## src/rtl/tss_pkg.sv

```systemverilog
// Shared types and constants for the time-to-sample seek core.
// No dependencies; tss_dp, tss_ctrl, the top level and the checker use this package by scoped names.
`timescale 1ns / 1ps

package tss_pkg;

    // Table size default (top-level parameter default)
    localparam int TABLE_DEPTH_DEF = 256;

    // Field widths
    localparam int IDX_W    = 8;
    localparam int WORD_W   = 32;
    localparam int SAMPLE_W = 27;
    localparam int ECNT_W   = 9;
    localparam int TIME_W   = 32;

    // Datapath widths: scaled product, ticks left after /1000, run span
    localparam int PROD_W = 63;
    localparam int REM_W  = 54;
    localparam int SEG_W  = 64;

    // Stream payload layout
    localparam int IN_TDATA_W  = 104;
    localparam int OUT_TDATA_W = 32;
    localparam int IDX_LSB     = 0;
    localparam int LEN_LSB     = 8;
    localparam int DUR_LSB     = 40;
    localparam int TIME_LSB    = 72;

    // Configuration port
    localparam int CFG_IDX_W  = 2;
    localparam int CFG_DATA_W = 32;
    localparam logic [CFG_IDX_W-1:0] CFG_TIMESCALE     = 2'd0;
    localparam logic [CFG_IDX_W-1:0] CFG_ENTRY_COUNT   = 2'd1;
    localparam logic [CFG_IDX_W-1:0] CFG_TOTAL_SAMPLES = 2'd2;

    localparam logic [WORD_W-1:0] TIMESCALE_RST = 32'd44100;
    localparam logic [WORD_W-1:0] MS_PER_S      = 32'd1000;

    // Item kinds carried on tuser
    localparam logic MODE_WRITE = 1'b0;
    localparam logic MODE_SEEK  = 1'b1;

    typedef enum logic [3:0] {
        ST_IDLE,
        ST_MUL,
        ST_SDIV,
        ST_SWAIT,
        ST_RD,
        ST_SEG,
        ST_CMP,
        ST_RWAIT,
        ST_RESULT
    } state_t;

    typedef enum logic [1:0] {
        RES_ZERO,
        RES_FOUND,
        RES_PAST_END
    } res_kind_t;

    typedef enum logic {
        DIV_SCALE,
        DIV_RUN
    } div_sel_t;

    // Controller to datapath
    typedef struct packed {
        logic      ram_we;
        logic      load_time;
        logic      mul_load;
        logic      div_start;
        div_sel_t  div_sel;
        logic      rem_load;
        logic      walk_clear;
        logic      rd_en;
        logic      seg_load;
        logic      walk_advance;
        logic      res_load;
        res_kind_t res_kind;
    } dp_cmd_t;

    // Datapath to controller
    typedef struct packed {
        logic seek_trivial;
        logic div_done;
        logic walk_end;
        logic hit;
        logic out_full;
    } dp_stat_t;

endpackage

```

## src/rtl/tss_ctrl.sv

```systemverilog
// Seek controller: issues table writes and sequences scaling, run walk, division and result load.
// Depends on tss_pkg; drives tss_dp through dp_cmd_t.
`timescale 1ns / 1ps

module tss_ctrl (
    input  logic               clk,
    input  logic               rst_n,
    input  logic               s_tvalid,
    input  logic               s_tuser,
    output logic               s_tready,
    output tss_pkg::dp_cmd_t   cmd,
    input  tss_pkg::dp_stat_t  stat
);

    tss_pkg::state_t    state_reg, state_next;
    tss_pkg::res_kind_t kind_reg, kind_next;

    // State register
    always_ff @(posedge clk or negedge rst_n)
    begin
        if (!rst_n)
        begin
            state_reg <= tss_pkg::ST_IDLE;
            kind_reg  <= tss_pkg::RES_ZERO;
        end
        else
        begin
            state_reg <= state_next;
            kind_reg  <= kind_next;
        end
    end

    // Next state and commands
    always_comb
    begin
        state_next   = state_reg;
        kind_next    = kind_reg;
        s_tready     = 1'b0;
        cmd          = '0;
        cmd.div_sel  = tss_pkg::DIV_SCALE;
        cmd.res_kind = kind_reg;
        unique case (state_reg)
            tss_pkg::ST_IDLE:
            begin
                s_tready = 1'b1;
                if (s_tvalid)
                begin
                    if (s_tuser == tss_pkg::MODE_SEEK)
                    begin
                        cmd.load_time = 1'b1;
                        if (stat.seek_trivial)
                        begin
                            kind_next  = tss_pkg::RES_ZERO;
                            state_next = tss_pkg::ST_RESULT;
                        end
                        else
                        begin
                            state_next = tss_pkg::ST_MUL;
                        end
                    end
                    else
                    begin
                        cmd.ram_we = 1'b1;
                    end
                end
            end
            tss_pkg::ST_MUL:
            begin
                cmd.mul_load = 1'b1;
                state_next   = tss_pkg::ST_SDIV;
            end
            tss_pkg::ST_SDIV:
            begin
                cmd.div_start = 1'b1;
                state_next    = tss_pkg::ST_SWAIT;
            end
            tss_pkg::ST_SWAIT:
            begin
                if (stat.div_done)
                begin
                    cmd.rem_load   = 1'b1;
                    cmd.walk_clear = 1'b1;
                    state_next     = tss_pkg::ST_RD;
                end
            end
            tss_pkg::ST_RD:
            begin
                if (stat.walk_end)
                begin
                    kind_next  = tss_pkg::RES_PAST_END;
                    state_next = tss_pkg::ST_RESULT;
                end
                else
                begin
                    cmd.rd_en  = 1'b1;
                    state_next = tss_pkg::ST_SEG;
                end
            end
            tss_pkg::ST_SEG:
            begin
                cmd.seg_load = 1'b1;
                state_next   = tss_pkg::ST_CMP;
            end
            tss_pkg::ST_CMP:
            begin
                // Target inside this run: divide remaining ticks by its duration
                if (stat.hit)
                begin
                    cmd.div_start = 1'b1;
                    cmd.div_sel   = tss_pkg::DIV_RUN;
                    state_next    = tss_pkg::ST_RWAIT;
                end
                else
                begin
                    cmd.walk_advance = 1'b1;
                    state_next       = tss_pkg::ST_RD;
                end
            end
            tss_pkg::ST_RWAIT:
            begin
                cmd.div_sel = tss_pkg::DIV_RUN;
                if (stat.div_done)
                begin
                    kind_next  = tss_pkg::RES_FOUND;
                    state_next = tss_pkg::ST_RESULT;
                end
            end
            tss_pkg::ST_RESULT:
            begin
                // Hold until the output register frees up
                if (!stat.out_full)
                begin
                    cmd.res_load = 1'b1;
                    state_next   = tss_pkg::ST_IDLE;
                end
            end
            default:
            begin
                state_next = tss_pkg::ST_IDLE;
            end
        endcase
    end

endmodule

```

## config.mk

```make
export PLATFORM = sky130hd
export DESIGN_NAME = tss_ctrl
export DESIGN_NICKNAME = d
export VERILOG_FILES = /design/src/rtl/tss_pkg.sv /design/src/rtl/tss_ctrl.sv
export SDC_FILE = /design/constraint.sdc
export NUM_CORES = 1
export LEC_CHECK = 0
export BUFFER_PORTS_ARGS = -buffer_cell sky130_fd_sc_hd__buf_2
export CORE_AREA = 8 8 45 47
export DETAILED_ROUTE_END_ITERATION = 8
export DIE_AREA = 0 0 53 55
export PLACE_DENSITY = 0.66
export SLEW_MARGIN = 20
export SYNTH_ARGS = -nofsm -noshare
export SYNTH_HDL_FRONTEND = slang
export SYNTH_SLANG_ARGS = --single-unit
```

## constraint.sdc

```tcl
create_clock -name clk -period 2.6 [get_ports clk]
set_clock_uncertainty 0.2 [all_clocks]
set_input_delay 0.26 -clock clk [delete_from_list [all_inputs] [get_ports clk]]
set_output_delay 0.26 -clock clk [all_outputs]
set_load 0.05 [all_outputs]
```

; ---- Yosys cells after proc, flatten, opt, wreduce, memory -nomap -nowiden
; Index checks and enable logic that the tools add are counted.
[classes]
eq_ne = 15
n_reduce_logical = 4
muxes = 33
[ops]
columns = operator, count
row1 = $pmux W4 S9, 1
row2 = $mux W4, 7
row3 = $mux W2, 11
row4 = $eq A4 B3 Y1 const B, 4
row5 = $ne A2 B2 Y1 const B, 7
row6 = $mux W1, 11
row7 = $eq A4 B2 Y1 const B, 2
row8 = $pmux W2 S3, 1
row9 = $reduce_and A6 Y1, 1
row10 = $reduce_and A5 Y1, 1
row11 = $eq A4 B1 Y1 const B, 1
row12 = $eq A4 B4 Y1 const B, 1
row13 = $logic_not A4 Y1, 1
row14 = $pmux W1 S2, 2
row15 = $reduce_bool A3 Y1, 1
[word_totals]
ff_bits = 6
output_inout_bits = 14
elab_cells = 54
in_bits = 9

; ---- Logic depth before layout (Yosys ltp)
; Gate-level depths: netlist of run 1.
[logic_depth]
word_depth = 4
depth_mapped = 4
ltp_nobuf = 4

; ---- Worst setup path before layout of run 1
; No wires, ideal clock.
[synth_timing]
path_type = register to output
from = reg state_reg[1]
to = out cmd[7] (netlist name)
arrival_time_ns = 2.818
stages_incl_launch_ff = 5
n_path_buf = 2
path_slack_ns = -0.678
required_time_ns = 2.140
cell_sequence = dfrtp_1 > buf_2 > nand2_1 > nor4b_1 > buf_4
[synth_lines]
columns = item, line_no
row1 = "start, declared", tss_ctrl.sv:15  ; tss_pkg::state_t state_reg, state_next;
row2 = "start signal, assigned", tss_ctrl.sv:23  ; state_reg <= tss_pkg::ST_IDLE;
row3 = "start signal, assigned", tss_ctrl.sv:28  ; state_reg <= state_next;
row4 = "end, declared", tss_ctrl.sv:11  ; output tss_pkg::dp_cmd_t cmd,

==> reports/results.ini, run 1 <==
[grt]
grt_max_degree=17
antenna_found_initial=0
grt_remaining_overflow=0
grt_pass1_wl_um=1800
grtUsageTotal_pct=8.18
grt_pass1_vias=431

[sta]
fin_crit_sh_pct=81.9
finalSetupViolCount=0
rsz0062_at_grt=no
worstMarginPinSlew_ns=0.544
slew_headroom_pct=63.7
worst_slack_ns=0.470
fmax_ghz=0.470
hold_viol_final=0
hold_ws_ns=0.0713
fin_crit_ns=2.13
timing_max_transition_violations_final=0

[layout]
num_antenna_cells=0
area_growth_pct=36.6
fillers=142
largest_reg_flops=4
final_cell_count_no_fill=89
nets=84
final_layout_size_suffix_gt1_share_pct=46.6

[floorplan]
coreArea_um2=1380
die_area_um2=2920
die_y_um=55
start_util_pct=33.6
io_pins=23
fp.dieW_um=53
std_cell_rows=14

[clocking]
cts_sinks=6
insertion_delay_ns=0.24
htreeDepth=1
cts-root-buf=clkbuf_4
cts_tree=built
cts_resized=0
cts_max_path_buffers=2
cts_buffers=3
clkTransAtPathRegs_ns=0.04
postCtsSetupBuffers=0

[routing]
wire_per_inst_um=13.3
drc_errors=0
via_per_inst=5.12
firstDrtPassIters=3
num_vias=456
first_iter_violations=2
ant_nets=0
finalWirelength_um=1180

[synthesis]
syn_nets=61
synth_cells=52
syn_area_um2=465
ys.flop_type=dfrtp_1
synth_seq_cells=6
synth_top_area_cell=dfrtp_1
ys_warn_count=0
yosysTopAreaCellShare_pct=32.3
synth_edf_count=0
ys_types=27
ys_seq_area_share_pct=32.3
synth.avg_cell_area_um2=8.95
synthArstFlopShare_pct=100
synth_top_cells_by_count=dfrtp_1 (6), nor2_1 (6), a21oi_1 (4)
synthTopCellsByArea=dfrtp_1 (32%), nor4bb_1 (6.5%), nor4b_1 (5.6%)

[setup_path]
r2r_cells=4
max_stage_delay_ns=0.66
cp.required_ns=2.14
cp_slowest_cell=dfrtp_1
end_kind=primary output
crit_fanout=15
arrival_ns=1.67
path_cells=nand2_1 > nor4b_2 > buf_2
startpoint_type=register
worst-setup-path-type=register to primary output

[placed_design]
dpl.cell_count=85
preCtsSetupSlack_ns=0.725
dpl.hpwl_um=941
portBuffers=22
gp_congestion=0.767

[power_and_ir_drop]
p_leak_nw=0.308
total_power_w=0.000706
ir_worst_vdd_mv=0.466
p_per_area_nw_per_um2=1110

[outcome]
status=finished clean

[job]
cap_violations=0

[min_path]
hold_class=input pin to register
min_path_cells=3

worst paths after layout:
check                      slack (ns)            to    startpoint
hold / removal                   0.07  state_reg[3]       stat[0]
max in group asynchronous        1.90  state_reg[1]         rst_n
setup / recovery                 0.47        cmd[6]  state_reg[1]
hold reg to reg                  0.30   kind_reg[0]   kind_reg[0]
min in group asynchronous        0.16   kind_reg[0]         rst_n
setup reg to reg                 0.76   kind_reg[1]  state_reg[2]
cells by family (layout without fill, tap and decap cells):
group,after synthesis,in the layout,share of synthesized area (%)
AND/OR/NAND/NOR,30,30,44.6
AO/OA/AOI/OAI,9,9,14.5
flip-flops,6,6,32.3
buffers and inverters,6,27,6.45
multiplexers,1,1,2.15
what timing repair did:
action                                  CTS  global route
endpoints found under the hold margin     6             0
hold buffers                              1             0
endpoints found under the setup margin    0             0
layout by cell type, fill, tap and decap left out:
cell	Yosys	layout
a21boi_2	1	1
a21oi_1	4	4
a22o_1	1	1
a32o_2	1	1
and3_1	2	2
and4_1	1	1
buf_2	3	22
clkbuf_4	0	3
dfrtp_1	6	6
dlygate4sd3_1	0	1
inv_1	1	1
mux2i_1	1	1
nand2_1	3	3
nand2b_1	1	1
nand2b_2	1	1
nand3_1	3	3
nor2_1	6	6
nor2b_1	1	1
nor3_1	2	2
nor3b_1	1	1
nor4_1	1	1
nor4_4	0	1
nor4b_1	3	1
nor4b_2	0	2
nor4b_4	1	1
nor4bb_1	3	1
nor4bb_2	0	2
o31a_1	1	1
o31ai_1	1	1
report_power, final:
part           switching (W)  leakage, nW  internal [W]   total, W
clock              0.0000302       0.0138     0.0000520  0.0000822
sequential          0.000103       0.0809      0.000118   0.000221
combinational       0.000257        0.214      0.000145   0.000402
total               0.000391        0.308      0.000315   0.000706
metrics by stage:
stage	area, um^2	util, %	TNS, ns
floorplan	499	-	-0.0129
global placement	603	43.6	0
detailed placement	603	43.6	0
CTS	636	45.9	0
global route	636	45.9	0
finish	636	45.9	0
final cells by class:
class	instances	area [um^2]	area share, %
multi-input combinational	40	319	50.2
sequential	6	150	23.6
timing repair buffer	23	120	18.9
clock buffer	3	22.5	3.54
tap	16	20.0	3.15
inverter	1	3.75	0.591
worst max-delay path: cells and delay by family, from the launching register on:
kind | cells | cell delay (ns)
buf+inv | 1 | 0.31
flops | 1 | 0.66
simple gates | 2 | 0.46
layer usage:
metal | up-vias | wire [um] | track usage (%)
li1 | 241 | - | -
met1 | 197 | 534 | 9.40
met2 | 16 | 517 | 12.5
met3 | 2 | 111 | 3.21
met4 | 0 | 17 | 5.17
met5 | - | 0 | 0
Note: power is estimated with default switching activity, not from simulation.
==> inputs of run 2 (changes only) <==
==> constraint.sdc (replaced) <==
create_clock -name clk -period 2.21 [get_ports clk]
set_clock_uncertainty 0.2 [all_clocks]
set_input_delay 0.221 -clock clk [delete_from_list [all_inputs] [get_ports clk]]
set_output_delay 0.221 -clock clk [all_outputs]
set_load 0.05 [all_outputs]
==> run 2 against run 1 <==
Global-route usage grew 0.93 points. Final area grew 3.7%. Utilization grew 1.7 points. Critical path depth is the same. Sequential share of layout area shrank 0.66 points. Via count grew 3.5%. Count of clock-buffer cells in the layout is the same. Sequential power grew 20%. Hold slack lost 0.025 ns. Power grew 21%.
==> reports/results.ini, run 2 (same netlist as run 1, synthesis figures left out) <==
[setup_path]
cp.required_ns=1.79  ; -0.35 ns
r2r_cells=4  ; unchanged
arrival_ns=1.67  ; about the same
rrSetupSlack_ns=0.35  ; -0.41 ns
path_cells=nor2b_1 > nor4b_4 > buf_2
cp_slowest_cell=dfrtp_1
startpoint_type=register
worst-setup-path-type=register to primary output
end_kind=primary output
max_stage_delay_ns=0.57  ; -0.09 ns
crit_fanout=16  ; +1

[min_path]
min_path_cells=3  ; unchanged
hold_class=input pin to register

[power_and_ir_drop]
intPower_w=0.000382  ; +21%
combPwrFrac_pct=57.4  ; +0.4 points
p_per_area_nw_per_um2=1300  ; +17%
p_leak_nw=0.311  ; +1.0%
p_switching_w=0.000474  ; +21%
p_seq_share_pct=31.1  ; -0.3 points
pwr-share-clk_pct=11.4  ; -0.2 points
switching_share_pct=55.4  ; about the same
ir_worst_vdd_mv=0.555  ; +19%

[routing]
drc_errors=0  ; unchanged
ant_nets=0  ; unchanged
firstDrtPassIters=4  ; +1
finalWirelength_um=1270  ; +7.7%
first_iter_violations=8  ; +6
via_per_inst=5.30  ; +3.5%
num_vias=472  ; +3.5%
wire_per_inst_um=14.3  ; +7.7%

[clocking]
cts_tree=built
cts-root-buf=clkbuf_4
cts_sinks=6  ; unchanged
cts_max_path_buffers=2  ; unchanged
cts_buffers=3  ; unchanged
clkTransAtPathRegs_ns=0.04  ; about the same
htreeDepth=1  ; unchanged
insertion_delay_ns=0.24  ; about the same
postCtsSetupBuffers=0  ; unchanged

[floorplan]
fp.dieW_um=53  ; unchanged
die_area_um2=2920  ; unchanged
start_util_pct=33.6  ; unchanged
io_pins=23  ; unchanged
std_cell_rows=14  ; unchanged
coreArea_um2=1380  ; unchanged
die_y_um=55  ; unchanged

[layout]
final_cell_count_no_fill=89  ; unchanged
layout_common_cells=buf_2 (22), nor2_1 (5), dfrtp_1 (5)
nets=84  ; unchanged
fillers=138  ; -2.8%
area_growth_pct=41.7
fin_util_pct=47.6  ; +1.7 points
final_common_cell=buf_2
final_layout_size_suffix_gt1_share_pct=52.1  ; +5.5 points
num_antenna_cells=0  ; unchanged
largest_reg_flops=4  ; unchanged

[grt]
grt_remaining_overflow=0  ; unchanged
grt_pass1_vias=459  ; +6.5%
grtUsageTotal_pct=9.12  ; +0.93 points
grt_pass1_wl_um=1990  ; +11%
antenna_found_initial=0  ; unchanged
grt_max_degree=17  ; unchanged

[sta]
slew_headroom_pct=60.8  ; -2.9 points
worst_slack_ns=0.118  ; -0.353 ns
timing_max_transition_violations_final=0  ; unchanged
fin_crit_ns=2.09
hold_ws_ns=0.0464  ; -0.0249 ns
fin_crit_sh_pct=94.7
hold_viol_final=0  ; unchanged
fmax_ghz=0.478
rsz0062_at_grt=no
finalSetupViolCount=0  ; unchanged
worstMarginPinSlew_ns=0.588  ; +0.0437 ns

[outcome]
status=finished clean

[job]
cap_violations=0  ; unchanged

[placed_design]
dpl.hpwl_um=966  ; +2.7%
preCtsSetupSlack_ns=0.364  ; -0.361 ns
gp_congestion=0.687  ; -10%
dpl.cell_count=85  ; unchanged
portBuffers=22  ; unchanged

## run 2: cell counts in the layout (fill, tap and decap cells not counted)
No cell type changed its count.
## run 2: layer usage
metal / global-route usage [%] / vias up / wire [um]
met5: 0 / - / 0
met4: 7.76 / 0 / 30
met3: 2.14 / 4 / 100
met2: 13.5 / 15 / 594
met1: 10.9 / 214 / 546
li1: - / 239 / -
## run 2: repair_timing
action,CTS,global route
gates resized for setup,0,1
hold buffers,1,0
hold endpoints to repair,6,0
setup endpoints to repair,0,2
## run 2: path summary, 6_finish.rpt
path / startpoint / end
max: state_reg[2] / cmd[9]
min: stat[0] / state_reg[3]
max reg2reg: state_reg[2] / kind_reg[1]
min reg2reg: kind_reg[0] / kind_reg[0]
max in group asynchronous: rst_n / state_reg[1]
min in group asynchronous: rst_n / state_reg[3]
## run 2: layout make-up
| cell class | instances | area (um^2) | share of cell area (%) |
|---|---|---|---|
| inverters | 1 | 3.75 | 0.569 |
| multi-input cells | 40 | 342 | 51.8 |
| well taps | 16 | 20.0 | 3.04 |
| clock buffers | 3 | 22.5 | 3.42 |
| flip-flops and latches | 6 | 151 | 23.0 |
| repair buffers | 23 | 120 | 18.2 |
## run 2: worst max-delay path, delay by kind of cell (launching register included)
family	cells	cell delay, ns
DFF	1	0.57
buffers and inverters	1	0.32
and+or+nand+nor	2	0.54
## run 2: per-stage QoR
stage               total power [W]  area, um^2  TNS [ns]
floorplan                  0.000663         522    -0.299
global placement           0.000756         626         0
detailed placement         0.000761         626         0
CTS                        0.000866         658         0
global route               0.000912         659         0
finish                     0.000855         659         0
## run 2: power by group through the flow
stage | registers (W) | logic (W) | clock network, W
floorplan | 0.000197 | 0.000466 | 0
global placement | 0.000262 | 0.000494 | 0
detailed placement | 0.000265 | 0.000496 | 0
CTS | 0.000263 | 0.000499 | 0.000104
global route | 0.000278 | 0.000525 | 0.000110
finish | 0.000266 | 0.000491 | 0.0000978
==> inputs of run 3 (changes only) <==
--- a/config.mk
+++ b/config.mk
@@ -6,10 +6,12 @@
 export NUM_CORES = 1
 export LEC_CHECK = 0
 export BUFFER_PORTS_ARGS = -buffer_cell sky130_fd_sc_hd__buf_2
-export CORE_AREA = 8 8 45 47
+export CELL_PAD_IN_SITES_DETAIL_PLACEMENT = 1
+export CELL_PAD_IN_SITES_GLOBAL_PLACEMENT = 2
+export CORE_AREA = 8 8 54 56
 export DETAILED_ROUTE_END_ITERATION = 8
-export DIE_AREA = 0 0 53 55
-export PLACE_DENSITY = 0.66
+export DIE_AREA = 0 0 62 64
+export PLACE_DENSITY = 0.74
 export SLEW_MARGIN = 20
 export SYNTH_ARGS = -nofsm -noshare
 export SYNTH_HDL_FRONTEND = slang
==> run 3 against run 2 <==
Clock power rose by 6%. Setup slack improved by 0.0094 ns. Fmax rose by 0.45%. Combinational power rose by 0.8%. Sequential share of layout area fell by 0.22 points. Power rose by 1.9%. Highest routed layer is now met3. Hold slack got worse by 0.0066 ns. Critical endpoint is now cmd[2].
==> reports/results.ini, run 3 (same netlist as run 1, synthesis figures left out) <==
[layout]
final_common_cell=buf_2
largest_reg_flops=4  ; unchanged
multi_input_area_um2=342  ; unchanged
seq_area_um2=154  ; +1.7%
area_growth_pct=45.4
final_layout_size_suffix_gt1_share_pct=54.8  ; +2.7 points
layout_common_cells=buf_2 (22), nor2_1 (5), a21oi_1 (4)
num_antenna_cells=0  ; unchanged
fillers=259  ; +88%
fin_util_pct=32.1  ; -16 points
nets=84  ; unchanged
final_cell_count_no_fill=101  ; +13%

[sta]
timing_max_transition_violations_final=0  ; unchanged
fin_crit_ns=2.08  ; -0.00944 ns
fin_crit_sh_pct=94.3  ; -0.43 points
hold_ws_ns=0.0398  ; -0.00658 ns
fmax_ghz=0.480  ; +0.45%
worst_slack_ns=0.127  ; +0.00944 ns
rsz0062_at_grt=no
worstMarginPinSlew_ns=0.616  ; +0.0276 ns
slew_headroom_pct=59.0  ; -1.8 points
finalSetupViolCount=0  ; unchanged
hold_viol_final=0  ; unchanged

[setup_path]
arrival_ns=1.66  ; about the same
end_kind=primary output
cp.required_ns=1.79  ; about the same
crit_fanout=12  ; -4
worst-setup-path-type=register to primary output
startpoint_type=register

[routing]
ant_nets=0  ; unchanged
firstDrtPassIters=3  ; -1
drc_errors=0  ; unchanged
num_vias=466  ; -1.3%
first_iter_violations=3  ; -5
wire_per_inst_um=14.3  ; +0.46%
finalWirelength_um=1450  ; +14%
via_per_inst=4.61  ; -13%

[floorplan]
std_cell_rows=17  ; +3
coreArea_um2=2110  ; +52%
die_area_um2=3970  ; +36%
start_util_pct=22.1  ; -12 points
fp.dieW_um=62  ; +17%
io_pins=23  ; unchanged
die_y_um=64  ; +16%

[placed_design]
preCtsSetupSlack_ns=0.326  ; -0.0385 ns
gp_congestion=0.747  ; +8.7%
dpl.hpwl_um=1110  ; +15%
portBuffers=22  ; unchanged
dpl.cell_count=97  ; +14%

[clocking]
postCtsSetupBuffers=0  ; unchanged
cts-root-buf=clkbuf_4
clkTransAtPathRegs_ns=0.05  ; about the same
cts_max_path_buffers=2  ; unchanged
htreeDepth=1  ; unchanged
cts_buffers=3  ; unchanged
cts_sinks=6  ; unchanged
insertion_delay_ns=0.25  ; about the same
cts_tree=built

[grt]
grt_pass1_vias=512  ; +12%
antenna_found_initial=0  ; unchanged
grt_pass1_wl_um=2370  ; +19%
grt_max_degree=17  ; unchanged
grt_remaining_overflow=0  ; unchanged
grtUsageTotal_pct=7.67  ; -1.4 points

[job]
cap_violations=0  ; unchanged

[min_path]
hold_class=input pin to register

[power_and_ir_drop]
total_power_w=0.000872  ; +1.9%
p_per_area_nw_per_um2=1290  ; -0.72%
ir_worst_vdd_mv=0.381  ; -31%
p_leak_nw=0.308  ; -0.97%

[outcome]
status=finished clean

run 3: layer usage:
metal	routed length, um	vias up	GRT usage (%)
li1	-	238	-
met1	645	217	9.84
met2	705	11	11.1
met3	98	0	2.00
met4	0	0	4.27
met5	0	-	0
run 3: final timing paths:
kind | startpoint | endpoint | slack [ns] | depth (start not counted)
max | state_reg[3] | cmd[2] | 0.13 | 3
min in group asynchronous | rst_n | kind_reg[1] | 0.13 | 2
min | stat[0] | state_reg[3] | 0.04 | 3
max reg2reg | state_reg[0] | kind_reg[1] | 0.50 | 4
max in group asynchronous | rst_n | state_reg[2] | 1.51 | 2
min reg2reg | kind_reg[1] | kind_reg[1] | 0.31 | 1
run 3: worst max-delay path: stages (launching register included):
cell	delay, ns
dfrtp_1	0.73
inv_1	0.20
nor3b_2	0.21
buf_2	0.28
run 3: timing repair:
| item | in CTS | in global routing |
|---|---|---|
| hold endpoints to repair | 6 | 0 |
| endpoints found under the setup margin | 0 | 6 |
| hold buffers | 1 | 0 |
| gates resized for setup | 0 | 3 |
run 3: power by group:
group          switching (W)  total [W]  internal (W)
Combinational       0.000316   0.000495      0.000180
Sequential          0.000130   0.000272      0.000142
Clock              0.0000423   0.000104     0.0000616
run 3: area by class of cell:
type	instances	area share, %
Clock buffer	3	3.33
Inverter	1	0.555
Multi-Input combinational cell	40	50.5
Sequential cell	6	22.7
Tap cell	28	5.18
Timing Repair Buffer	23	17.7
run 3: metrics by stage:
stage / setup TNS [ns] / instance area [um^2]
2_1_floorplan: -0.299 / 522
3_3_place_gp: 0 / 641
3_5_place_dp: 0 / 641
4_1_cts: 0 / 673
5_1_grt: 0 / 677
6_report: 0 / 677
